===== src/hdl/hmac_md5_engine_top_assert.svh =====
// Assertion macros shared by the HMAC-MD5 engine modules.
`ifndef HMAC_MD5_ENGINE_TOP_ASSERT_SVH
`define HMAC_MD5_ENGINE_TOP_ASSERT_SVH

// Implication checked on every clock edge outside reset.
`define HM_ASSERT_IMP(label, clk, rstn, ante, cons, msg) \
    label: assert property (@(posedge clk) disable iff (!rstn) (ante) |-> (cons)) \
        else $error(msg);

// Implication whose consequence is checked in the cycle after the antecedent.
`define HM_ASSERT_NEXT(label, clk, rstn, ante, cons, msg) \
    label: assert property (@(posedge clk) disable iff (!rstn) (ante) |=> (cons)) \
        else $error(msg);

`endif


===== src/hdl/hmac_pkg.sv =====
// Package with the MD5 constant tables and helper functions of the HMAC-MD5 engine.
`timescale 1ns / 1ps
`default_nettype none
package hmac_pkg;
    localparam int unsigned BLOCK_BYTES  = 64;
    localparam int unsigned DIGEST_BYTES = 16;
    localparam logic [7:0]  IPAD_BYTE    = 8'h36;
    localparam logic [7:0]  OPAD_BYTE    = 8'h5c;
    localparam logic        MODE_KEY     = 1'b0;
    localparam logic        MODE_MSG     = 1'b1;

    typedef logic [31:0] word_t;
    typedef logic [7:0]  byte_t;

    localparam word_t IV_A = 32'h67452301;
    localparam word_t IV_B = 32'hefcdab89;
    localparam word_t IV_C = 32'h98badcfe;
    localparam word_t IV_D = 32'h10325476;

    function automatic word_t sine_const(input logic [5:0] i);
        word_t r;
        case (i)
            6'd0:  r = 32'hd76aa478; 6'd1:  r = 32'he8c7b756;
            6'd2:  r = 32'h242070db; 6'd3:  r = 32'hc1bdceee;
            6'd4:  r = 32'hf57c0faf; 6'd5:  r = 32'h4787c62a;
            6'd6:  r = 32'ha8304613; 6'd7:  r = 32'hfd469501;
            6'd8:  r = 32'h698098d8; 6'd9:  r = 32'h8b44f7af;
            6'd10: r = 32'hffff5bb1; 6'd11: r = 32'h895cd7be;
            6'd12: r = 32'h6b901122; 6'd13: r = 32'hfd987193;
            6'd14: r = 32'ha679438e; 6'd15: r = 32'h49b40821;
            6'd16: r = 32'hf61e2562; 6'd17: r = 32'hc040b340;
            6'd18: r = 32'h265e5a51; 6'd19: r = 32'he9b6c7aa;
            6'd20: r = 32'hd62f105d; 6'd21: r = 32'h02441453;
            6'd22: r = 32'hd8a1e681; 6'd23: r = 32'he7d3fbc8;
            6'd24: r = 32'h21e1cde6; 6'd25: r = 32'hc33707d6;
            6'd26: r = 32'hf4d50d87; 6'd27: r = 32'h455a14ed;
            6'd28: r = 32'ha9e3e905; 6'd29: r = 32'hfcefa3f8;
            6'd30: r = 32'h676f02d9; 6'd31: r = 32'h8d2a4c8a;
            6'd32: r = 32'hfffa3942; 6'd33: r = 32'h8771f681;
            6'd34: r = 32'h6d9d6122; 6'd35: r = 32'hfde5380c;
            6'd36: r = 32'ha4beea44; 6'd37: r = 32'h4bdecfa9;
            6'd38: r = 32'hf6bb4b60; 6'd39: r = 32'hbebfbc70;
            6'd40: r = 32'h289b7ec6; 6'd41: r = 32'heaa127fa;
            6'd42: r = 32'hd4ef3085; 6'd43: r = 32'h04881d05;
            6'd44: r = 32'hd9d4d039; 6'd45: r = 32'he6db99e5;
            6'd46: r = 32'h1fa27cf8; 6'd47: r = 32'hc4ac5665;
            6'd48: r = 32'hf4292244; 6'd49: r = 32'h432aff97;
            6'd50: r = 32'hab9423a7; 6'd51: r = 32'hfc93a039;
            6'd52: r = 32'h655b59c3; 6'd53: r = 32'h8f0ccc92;
            6'd54: r = 32'hffeff47d; 6'd55: r = 32'h85845dd1;
            6'd56: r = 32'h6fa87e4f; 6'd57: r = 32'hfe2ce6e0;
            6'd58: r = 32'ha3014314; 6'd59: r = 32'h4e0811a1;
            6'd60: r = 32'hf7537e82; 6'd61: r = 32'hbd3af235;
            6'd62: r = 32'h2ad7d2bb; default: r = 32'heb86d391;
        endcase
        return r;
    endfunction

    function automatic logic [4:0] rot_amount(input logic [5:0] i);
        logic [4:0] r;
        case ({i[5:4], i[1:0]})
            4'd0:  r = 5'd7;  4'd1:  r = 5'd12; 4'd2:  r = 5'd17; 4'd3:  r = 5'd22;
            4'd4:  r = 5'd5;  4'd5:  r = 5'd9;  4'd6:  r = 5'd14; 4'd7:  r = 5'd20;
            4'd8:  r = 5'd4;  4'd9:  r = 5'd11; 4'd10: r = 5'd16; 4'd11: r = 5'd23;
            4'd12: r = 5'd6;  4'd13: r = 5'd10; 4'd14: r = 5'd15; default: r = 5'd21;
        endcase
        return r;
    endfunction

    // Message word used by round i.
    function automatic logic [3:0] word_index(input logic [5:0] i);
        logic [3:0] r;
        case (i[5:4])
            2'd0:    r = i[3:0];
            2'd1:    r = 4'(5 * i[3:0] + 1);
            2'd2:    r = 4'(3 * i[3:0] + 5);
            default: r = 4'(7 * i[3:0]);
        endcase
        return r;
    endfunction
endpackage
`default_nettype wire


===== src/hdl/hmac_ram.sv =====
// Generic simple dual-port RAM with one write port and a registered read port.
`timescale 1ns / 1ps
`default_nettype none
module hmac_ram #(
    parameter int WIDTH = 32,
    parameter int DEPTH = 16
) (
    input  wire logic                     aclk,
    input  wire logic                     we,
    input  wire logic [$clog2(DEPTH)-1:0] waddr,
    input  wire logic [WIDTH-1:0]         wdata,
    input  wire logic [$clog2(DEPTH)-1:0] raddr,
    output logic      [WIDTH-1:0]         rdata
);
    logic [WIDTH-1:0] mem [DEPTH];

    always_ff @(posedge aclk) begin
        if (we) begin
            mem[waddr] <= wdata;
        end
        rdata <= mem[raddr];
    end
endmodule
`default_nettype wire


===== src/hdl/hmac_core.sv =====
// MD5 compression unit: absorbs one block byte by byte, packed into words in a RAM, then runs 64 rounds.
`timescale 1ns / 1ps
`default_nettype none
module hmac_core (
    input  wire logic                aclk,
    input  wire logic                aresetn,
    input  wire logic                init,      // restart chain and length
    input  wire logic                byte_vld,  // absorb one byte (count it)
    input  wire logic                pad_vld,   // write one padding byte (not counted)
    input  wire hmac_pkg::byte_t     byte_in,
    input  wire logic                run,       // compress buffered block
    output logic                     busy,
    output logic [5:0]               pos,       // byte position within the block
    output logic [63:0]              length,
    output hmac_pkg::word_t          chain [4]
);
    import hmac_pkg::*;

    logic         we;
    logic [3:0]   waddr, raddr;
    word_t        wdata, rdata;
    word_t        acc_reg, acc_next;
    logic [63:0]  len_reg;
    logic [5:0]   wpos_reg;
    word_t        a_reg, b_reg, c_reg, d_reg;
    word_t        h_reg [4];
    logic [6:0]   rnd_reg;
    logic         busy_reg, fin_reg;
    word_t        f, sum;
    logic [5:0]   rnd;
    logic         wr_byte;

    assign wr_byte = byte_vld || pad_vld;
    assign pos     = wpos_reg;
    assign length  = len_reg;
    // The fold cycle counts as busy, so the chain is final once busy drops.
    assign busy    = busy_reg || fin_reg;
    assign chain   = h_reg;
    assign rnd     = rnd_reg[5:0];

    // Bytes collect little-endian into a word; the word goes to RAM on its fourth byte.
    always_comb begin
        acc_next = acc_reg;
        case (wpos_reg[1:0])
            2'd0:    acc_next[7:0]   = byte_in;
            2'd1:    acc_next[15:8]  = byte_in;
            2'd2:    acc_next[23:16] = byte_in;
            default: acc_next[31:24] = byte_in;
        endcase
    end
    assign we    = wr_byte && (wpos_reg[1:0] == 2'd3);
    assign waddr = wpos_reg[5:2];
    assign wdata = acc_next;
    // Address for the next round is presented during the current one, to suit the registered read port.
    assign raddr = busy_reg ? word_index(6'(rnd_reg + 7'd1)) : word_index(6'd0);

    hmac_ram #(.WIDTH(32), .DEPTH(16)) u_wram (
        .aclk(aclk), .we(we), .waddr(waddr), .wdata(wdata),
        .raddr(raddr), .rdata(rdata)
    );

    always_comb begin
        case (rnd[5:4])
            2'd0:    f = (b_reg & c_reg) | (~b_reg & d_reg);
            2'd1:    f = (b_reg & d_reg) | (c_reg & ~d_reg);
            2'd2:    f = b_reg ^ c_reg ^ d_reg;
            default: f = c_reg ^ (b_reg | ~d_reg);
        endcase
        sum = a_reg + f + sine_const(rnd) + rdata;
    end

    always_ff @(posedge aclk) begin
        if (!aresetn || init) begin
            h_reg    <= '{IV_A, IV_B, IV_C, IV_D};
            len_reg  <= '0;
            wpos_reg <= '0;
            busy_reg <= 1'b0;
            fin_reg  <= 1'b0;
            rnd_reg  <= '0;
        end else begin
            if (wr_byte) begin
                acc_reg  <= acc_next;
                wpos_reg <= wpos_reg + 6'd1;
            end
            if (byte_vld) begin
                len_reg <= len_reg + 64'd1;
            end
            fin_reg <= 1'b0;
            if (run && !busy_reg) begin
                busy_reg <= 1'b1;
                rnd_reg  <= '0;
                {a_reg, b_reg, c_reg, d_reg} <= {h_reg[0], h_reg[1], h_reg[2], h_reg[3]};
            end else if (busy_reg) begin
                a_reg <= d_reg;
                d_reg <= c_reg;
                c_reg <= b_reg;
                b_reg <= b_reg + ((sum << rot_amount(rnd)) | (sum >> (6'd32 - rot_amount(rnd))));
                rnd_reg <= rnd_reg + 7'd1;
                if (rnd_reg == 7'd63) begin
                    busy_reg <= 1'b0;
                    fin_reg  <= 1'b1;
                end
            end
            if (fin_reg) begin
                h_reg[0] <= h_reg[0] + a_reg;
                h_reg[1] <= h_reg[1] + b_reg;
                h_reg[2] <= h_reg[2] + c_reg;
                h_reg[3] <= h_reg[3] + d_reg;
            end
        end
    end

    `include "hmac_md5_engine_top_assert.svh"
    `HM_ASSERT_NEXT(a_round_end, aclk, aresetn, busy_reg && rnd_reg == 7'd63 && !init, fin_reg, "fold missing")
    `HM_ASSERT_IMP(a_no_write_busy, aclk, aresetn, busy_reg, !wr_byte, "block written during rounds")
    `HM_ASSERT_IMP(a_round_range, aclk, aresetn, busy_reg, !rnd_reg[6], "round count overflow")
endmodule
`default_nettype wire


===== src/hdl/hmac_md5_engine_top.sv =====
// Top level of the HMAC-MD5 engine: key handling, padding sequencer and digest output.
//  channel | direction | words
//  s_axis  | in        | key or message byte per word unless no_byte, tlast ends a segment
//  m_axis  | out       | 16 digest bytes, tlast on the last
// Data bytes enter while the input is ready; every 64th counted byte starts the rounds.
// A key longer than 64 bytes is first hashed by replaying its stored bytes into the core.
// Ending a key starts the inner key hashing, after a key digest for a hashed key.
// The end of the message is followed by padding and the outer hashing.
// Key block memory clears by a sweep of its 64 addresses after reset and after each digest.
// Input stalls while the compression unit or the sequencer is busy.
`timescale 1ns / 1ps
`default_nettype none
module hmac_md5_engine_top (
    input  wire logic        aclk,
    input  wire logic        aresetn,
    input  wire logic        s_axis_tvalid,
    output logic             s_axis_tready,
    input  wire logic [7:0]  s_axis_tdata,   // value_byte
    input  wire logic [1:0]  s_axis_tuser,   // mode, no_byte
    input  wire logic        s_axis_tlast,
    output logic             m_axis_tvalid,
    input  wire logic        m_axis_tready,
    output logic [7:0]       m_axis_tdata,   // digest_byte
    output logic             m_axis_tlast
);
    import hmac_pkg::*;

    typedef enum logic [3:0] {
        S_CLEAR, S_IDLE, S_WAIT, S_REPLAY, S_PAD, S_LEN, S_FIN,
        S_KCOPY, S_IPAD, S_OUT_PAD, S_OUT_DIG, S_OUT
    } state_t;

    state_t       state_reg;
    logic         phase_reg, hashed_reg;
    logic [6:0]   kcnt_reg;
    logic [6:0]   cnt_reg;         // sweep and byte counter of the sequencer states
    logic [1:0]   fin_reg;         // 0 key digest, 1 inner, 2 outer
    logic [63:0]  bits_reg;
    byte_t        idig_reg [DIGEST_BYTES];
    byte_t        odig_reg [DIGEST_BYTES];
    logic [3:0]   ocnt_reg;
    logic         fed_reg;         // key ram read in flight during replay and the key pad passes
    logic         pend_last_reg;

    logic         init, bvld, pvld, run, cbusy;
    byte_t        cbyte;
    logic [5:0]   cpos;
    logic [63:0]  clen;
    word_t        chain [4];

    logic         k_we;
    logic [5:0]   k_waddr, k_raddr;
    byte_t        k_wdata, k_rdata;

    logic         acc, item_ok, has_byte;

    hmac_ram #(.WIDTH(8), .DEPTH(BLOCK_BYTES)) u_kram (
        .aclk(aclk), .we(k_we), .waddr(k_waddr), .wdata(k_wdata),
        .raddr(k_raddr), .rdata(k_rdata)
    );

    hmac_core u_core (
        .aclk(aclk), .aresetn(aresetn), .init(init), .byte_vld(bvld), .pad_vld(pvld),
        .byte_in(cbyte), .run(run), .busy(cbusy), .pos(cpos), .length(clen), .chain(chain)
    );

    assign s_axis_tready = (state_reg == S_IDLE) && !cbusy;
    assign acc      = s_axis_tvalid && s_axis_tready;
    assign has_byte = !s_axis_tuser[1];
    assign item_ok  = acc && (s_axis_tuser[0] == phase_reg) && (has_byte || s_axis_tlast);
    assign m_axis_tvalid = (state_reg == S_OUT);
    assign m_axis_tdata  = odig_reg[ocnt_reg];
    assign m_axis_tlast  = (ocnt_reg == 4'(DIGEST_BYTES - 1));
    assign k_raddr  = cnt_reg[5:0];

    // Data path to the core and key memory, decided from the current state.
    always_comb begin
        init = 1'b0; bvld = 1'b0; pvld = 1'b0; cbyte = s_axis_tdata;
        k_we = 1'b0; k_waddr = kcnt_reg[5:0]; k_wdata = s_axis_tdata;
        case (state_reg)
            S_CLEAR: begin
                k_we = 1'b1; k_waddr = cnt_reg[5:0]; k_wdata = '0; init = 1'b1;
            end
            S_IDLE: begin
                if (item_ok && has_byte) begin
                    if (phase_reg == MODE_MSG || hashed_reg) begin
                        bvld = 1'b1;
                    end else if (!kcnt_reg[6]) begin
                        k_we = 1'b1;
                    end else begin
                        init = 1'b1;
                    end
                end
            end
            S_REPLAY: begin
                bvld = fed_reg && !cbusy;
                cbyte = cnt_reg == 7'd64 ? idig_reg[0] : k_rdata;
            end
            S_PAD: begin
                pvld = !cbusy; cbyte = cnt_reg == 7'd0 ? 8'h80 : 8'h00;
            end
            S_LEN: begin
                pvld = 1'b1; cbyte = bits_reg[8 * cnt_reg[2:0] +: 8];
            end
            S_FIN: begin
                // The outer pass starts from a fresh chain once the inner digest is taken.
                init = !cbusy && fin_reg == 2'd1;
            end
            S_KCOPY: begin
                k_we = 1'b1; k_waddr = cnt_reg[5:0];
                k_wdata = cnt_reg[6:4] == 3'd0 ? chain[cnt_reg[3:2]][8 * cnt_reg[1:0] +: 8] : 8'h00;
                init = cnt_reg == 7'd63;
            end
            S_IPAD: begin
                bvld = fed_reg && !cbusy; cbyte = k_rdata ^ IPAD_BYTE;
            end
            S_OUT_PAD: begin
                bvld = fed_reg && !cbusy; cbyte = k_rdata ^ OPAD_BYTE;
            end
            S_OUT_DIG: begin
                bvld = !cbusy; cbyte = idig_reg[cnt_reg[3:0]];
            end
            default: begin
            end
        endcase
    end
    assign run = bvld && !cbusy && (cpos == 6'd63) || (pvld && cpos == 6'd63);

    always_ff @(posedge aclk) begin
        if (!aresetn) begin
            state_reg  <= S_CLEAR;
            cnt_reg    <= '0;
            phase_reg  <= MODE_KEY;
            hashed_reg <= 1'b0;
            kcnt_reg   <= '0;
            fed_reg    <= 1'b0;
            ocnt_reg   <= '0;
            fin_reg    <= '0;
            pend_last_reg <= 1'b0;
        end else begin
            case (state_reg)
                S_CLEAR: begin
                    cnt_reg <= cnt_reg + 7'd1;
                    if (cnt_reg == 7'd63) begin
                        state_reg <= S_IDLE; cnt_reg <= '0;
                        phase_reg <= MODE_KEY; hashed_reg <= 1'b0; kcnt_reg <= '0;
                    end
                end
                S_IDLE: begin
                    if (item_ok) begin
                        pend_last_reg <= s_axis_tlast;
                        if (has_byte && phase_reg == MODE_KEY && !hashed_reg
                            && !kcnt_reg[6]) begin
                            kcnt_reg <= kcnt_reg + 7'd1;
                        end
                        if (has_byte && phase_reg == MODE_KEY && !hashed_reg && kcnt_reg[6]) begin
                            // Replay the 64 stored key bytes, then this one.
                            state_reg <= S_REPLAY; cnt_reg <= '0; fed_reg <= 1'b0;
                            hashed_reg <= 1'b1;
                            idig_reg[0] <= s_axis_tdata;
                        end else if (s_axis_tlast) begin
                            state_reg <= S_WAIT;
                        end
                    end
                end
                S_WAIT: begin
                    // Let any compression kicked off by the last byte settle.
                    if (!cbusy && !run) begin
                        if (phase_reg == MODE_KEY && !hashed_reg) begin
                            state_reg <= S_IPAD; cnt_reg <= '0; fed_reg <= 1'b0;
                        end else begin
                            fin_reg   <= phase_reg == MODE_KEY ? 2'd0 : 2'd1;
                            bits_reg  <= {clen[60:0], 3'b000};
                            state_reg <= S_PAD; cnt_reg <= '0;
                        end
                    end
                end
                S_REPLAY: begin
                    if (!fed_reg) begin
                        fed_reg <= 1'b1;
                    end else if (!cbusy) begin
                        cnt_reg <= cnt_reg + 7'd1;
                        fed_reg <= 1'b0;
                        if (cnt_reg == 7'd64) begin
                            state_reg <= pend_last_reg ? S_WAIT : S_IDLE;
                        end
                    end
                end
                S_PAD: begin
                    if (!cbusy) begin
                        cnt_reg <= cnt_reg + 7'd1;
                        if (cpos == 6'd55) begin
                            state_reg <= S_LEN; cnt_reg <= '0;
                        end
                    end
                end
                S_LEN: begin
                    cnt_reg <= cnt_reg + 7'd1;
                    if (cnt_reg == 7'd7) begin
                        state_reg <= S_FIN;
                    end
                end
                S_FIN: begin
                    if (!cbusy) begin
                        cnt_reg <= '0; fed_reg <= 1'b0;
                        case (fin_reg)
                            2'd0: state_reg <= S_KCOPY;
                            2'd1: begin
                                for (int i = 0; i < DIGEST_BYTES; i++) begin
                                    idig_reg[i] <= chain[i / 4][8 * (i % 4) +: 8];
                                end
                                state_reg <= S_OUT_PAD;
                            end
                            default: begin
                                for (int i = 0; i < DIGEST_BYTES; i++) begin
                                    odig_reg[i] <= chain[i / 4][8 * (i % 4) +: 8];
                                end
                                state_reg <= S_OUT; ocnt_reg <= '0;
                            end
                        endcase
                    end
                end
                S_KCOPY: begin
                    cnt_reg <= cnt_reg + 7'd1;
                    if (cnt_reg == 7'd63) begin
                        state_reg <= S_IPAD; cnt_reg <= '0;
                    end
                end
                S_IPAD, S_OUT_PAD: begin
                    if (!fed_reg) begin
                        fed_reg <= 1'b1;
                    end else if (!cbusy) begin
                        cnt_reg <= cnt_reg + 7'd1;
                        fed_reg <= 1'b0;
                        if (cnt_reg == 7'd63) begin
                            cnt_reg <= '0;
                            if (state_reg == S_IPAD) begin
                                state_reg <= S_IDLE; phase_reg <= MODE_MSG;
                            end else begin
                                state_reg <= S_OUT_DIG;
                            end
                        end
                    end
                end
                S_OUT_DIG: begin
                    if (!cbusy && !run) begin
                        cnt_reg <= cnt_reg + 7'd1;
                        if (cnt_reg == 7'd15) begin
                            fin_reg <= 2'd2; bits_reg <= 64'd640;
                            state_reg <= S_PAD; cnt_reg <= '0;
                        end
                    end
                end
                S_OUT: begin
                    if (m_axis_tready) begin
                        ocnt_reg <= ocnt_reg + 4'd1;
                        if (m_axis_tlast) begin
                            state_reg <= S_CLEAR; cnt_reg <= '0;
                        end
                    end
                end
                default: state_reg <= S_CLEAR;
            endcase
        end
    end

    // The core must restart when the outer pass begins; done via init in FIN->OUT_PAD.
    `include "hmac_md5_engine_top_assert.svh"
    `HM_ASSERT_IMP(a_out_only, aclk, aresetn, m_axis_tvalid, !s_axis_tready, "input open during output")
    `HM_ASSERT_IMP(a_key_cnt, aclk, aresetn, hashed_reg, kcnt_reg == 7'd64, "hashed key short")
    `HM_ASSERT_NEXT(a_out_done, aclk, aresetn, m_axis_tvalid && m_axis_tready && m_axis_tlast, state_reg == S_CLEAR, "no clear after digest")
endmodule
`default_nettype wire

===== config.mk =====
export PLATFORM = sky130hd
export DESIGN_NAME = hmac_md5_engine_top
export DESIGN_NICKNAME = d
export VERILOG_FILES = /design/src/hdl/hmac_pkg.sv /design/src/hdl/hmac_ram.sv /design/src/hdl/hmac_core.sv /design/src/hdl/hmac_md5_engine_top.sv
export VERILOG_INCLUDE_DIRS = /design/src /design/src/hdl
export SDC_FILE = /design/constraint.sdc
export NUM_CORES = 2
export LEC_CHECK = 0
export BUFFER_PORTS_ARGS = -buffer_cell sky130_fd_sc_hd__buf_2
export CAP_MARGIN = 20
export CORE_UTILIZATION = 35
export CTS_CLUSTER_DIAMETER = 150
export CTS_CLUSTER_SIZE = 30
export DETAILED_ROUTE_END_ITERATION = 6
export SKIP_LAST_GASP = 1
export SYNTH_ARGS = -nofsm -noshare
export SYNTH_HDL_FRONTEND = slang
export SYNTH_SLANG_ARGS = --single-unit

===== constraint.sdc =====
create_clock -name aclk -period 16.8 [get_ports aclk]
set_input_delay 0.84 -clock aclk [delete_from_list [all_inputs] [get_ports aclk]]
set_output_delay 0.84 -clock aclk [all_outputs]
set_load 0.1 [all_outputs]

==> metrics.cfg <==
[synth]
synth_area_um2 = 90400
ys_seq_area_share_pct = 56.9
synth-edff-count = 1501
synth-seq-cells = 1818
avgSynthCellArea_um2 = 12.9
synth_cell_types = 108
synth_top_family_by_area = multiplexers
synth_nets = 7290
synth-xor-area-share_pct = 2.81
async_flop_share_pct = 0
synth_compound_area_share_pct = 10.2
synth_cells = 6988
synthSimpleGateAreaFrac_pct = 9.00
synth_warnings = 0
synth_adder_area_share_pct = 4.87
synth_ff_type = edfxtp_1
synthMuxAreaShare_pct = 13.4

[sta]
rsz0062_at_grt = no
worst_pin_slew_ns = 1.17
min_period_ns = 10.72
slew_viol_final = 0
hold_viol = 0
setup_viol = 0
finalSetupTns_ns = 0
min_period_over_period_pct = 63.8
relSlewSlack_pct = 22.2
fin_skew_ns = 0.0955
fmax_ghz = 0.0933

[detailed_routing]
ant_nets = 0
via_count = 59500
routedWlPerCell_um = 27.7
wl_mm = 285
viasPerCell = 5.77
drtIter0Drc = 7555
drtPass1Iterations = 6
drcViolationCount = 0

[power]
pwr_density_cell_nw_per_um2 = 86.8
ir_worst_vdd_mv = 0.104
p_leak_nw = 32.6

[grt]
grt_pass1_wl_mm = 409
grt_max_degree = 178
grt-ovfl-total = 0
grt_pass1_vias = 56600
antenna_found_initial = 21
grt_usage_pct = 21.6

[critical_path]
critical_path_class = reg2reg
crit_slowest_cell = buf_4
critPathRequiredTime_ns = 17.39
start_kind = flip-flop
reg2reg_from = u_core.rnd_reg[4]
end_kind = flip-flop
crit_start = u_core.rnd_reg[4]
cp.arrival_ns = 11.31
critPathMaxStageDelay_ns = 0.79
cp_common_cell = o21ai_0
crit_fanout = 70

[floorplan]
initial_utilization_pct = 35.2
dieArea_um2 = 260000
num_rows = 186
fp.dieH_um = 510
core_area_um2 = 257000
die_w_um = 510
num_io_pins = 26

[finish]
final_common_cell = edfxtp_1
nNetsFinal = 7170
top_regs = u_core.u_wram.mem x512, u_kram.mem x512
drive_above_1_share_pct = 13.0
fillers = 24300
area_growth_syn_to_layout_pct = 7.51
layout_common_cells = edfxtp_1, nand2_1, nor2_1
design_area_um2 = 97200

[place]
gp_congestion = 0.949
hpwl_mm = 197
dpl_cell_area_um2 = 94900
port_buffers = 25

[clock_network]
cts_buffers = 73
post_cts_buffers = 0
cts_tree = yes
root_buffer = clkbuf_16
cts_max_level = 3
cts_resized = 0
clock_latency_ns = 0.82
clockBufferDepth = 3
clock-sinks = 1818
clk_pin_slew_ns = 0.14
cts_hold_buf = 0

[hold_path]
hp-class = in2reg
min-delay-start = s_axis_tdata[3]

[run_status]
outcome = complete, no violations

[flow_run]
max_cap_viol_count = 0

-- synthesized netlist by cell type, drive strengths merged (54+ instances only) --
library cell | n | area (µm²)
a31oi | 73 | 463
nand2 | 735 | 2760
a21o | 81 | 608
buf | 123 | 568
dfxtp | 317 | 6350
nand3 | 136 | 701
xor2 | 152 | 1330
edfxtp | 1501 | 45100
clkbuf | 262 | 983
a211oi | 98 | 751
nor2b | 126 | 788
mux2i | 139 | 1410
nor2 | 515 | 1950
mux4 | 444 | 10000
mux2 | 60 | 683
xnor2 | 138 | 1210
nor3 | 78 | 407
fa | 67 | 1340
inv | 281 | 1050
o221ai | 56 | 497
a21oi | 364 | 1830
o211ai | 54 | 415
o21ai | 385 | 1940
ha | 220 | 2750
-- stage by stage --
stage          util [%]  worst slack (ns)  total power [mW]  cells  hold slack, ns
2_1_floorplan         -              7.63              5.79   6988           0.435
6_report           37.9              6.08              8.43  10300           0.344
4_1_cts            37.9              6.15              8.49  10300           0.284
3_3_place_gp       36.9              6.10              6.21  10200           0.454
3_5_place_dp       37.0              6.13              6.22  10200           0.469
5_1_grt            37.9              5.21              8.67  10300           0.320
-- worst max-delay path, delay by kind of cell, from the launching register on --
kind,cells,cell delay [ns]
simple gates,4,0.74
mux,1,0.07
flops,1,0.63
fa+ha+maj,5,1.82
xor+xnor,2,0.76
buf+inv,3,0.93
compound gates,20,5.54
-- report_power, final --
group	switching (mW)	internal, mW
Combinational	0.669	0.425
Sequential	0.0622	4.95
Clock	1.44	0.880
-- per-layer routing --
| metal | GRT usage [%] | vias up | part of all wire [%] |
|---|---|---|---|
| li1 | - | 26200 | - |
| met1 | 29.7 | 30400 | 42 |
| met2 | 34.0 | 2550 | 46 |
| met3 | 3.48 | 412 | 7.9 |
| met4 | 9.04 | 6 | 4.8 |
| met5 | 0 | - | 0.011 |
-- worst paths after layout --
path,to,slack [ns],depth (start not counted)
setup / recovery,u_core.b_reg[31],6.08,35
hold / removal,idig_reg[0][3],0.34,3
setup reg to reg,u_core.b_reg[31],6.08,35
hold reg to reg,fin_reg[0],0.49,2
-- final cells by class --
cell class	instances	area [µm²]	share of cell area (%)
inverters	284	1070	1.10
clock inverters	14	337	0.346
multi-input cells	4501	36700	37.8
well taps	3384	4230	4.36
repair buffers	190	1410	1.45
flip-flops and latches	1818	51500	52.9
clock buffers	109	1970	2.03
diodes	6	15.0	0.0154
-- cell families (layout without fill, tap and decap cells) --
logic type | count (synthesis) | in the layout
buffers and inverters | 669 | 597
AND/OR/NAND/NOR | 1817 | 1817
other | 0 | 6
XOR/XNOR | 290 | 290
flip-flops | 1818 | 1818
adder cells (fa/ha/maj) | 318 | 318
AO/OA/AOI/OAI | 1433 | 1433
multiplexers | 643 | 643
Note: power is estimated with default switching activity, not from simulation.
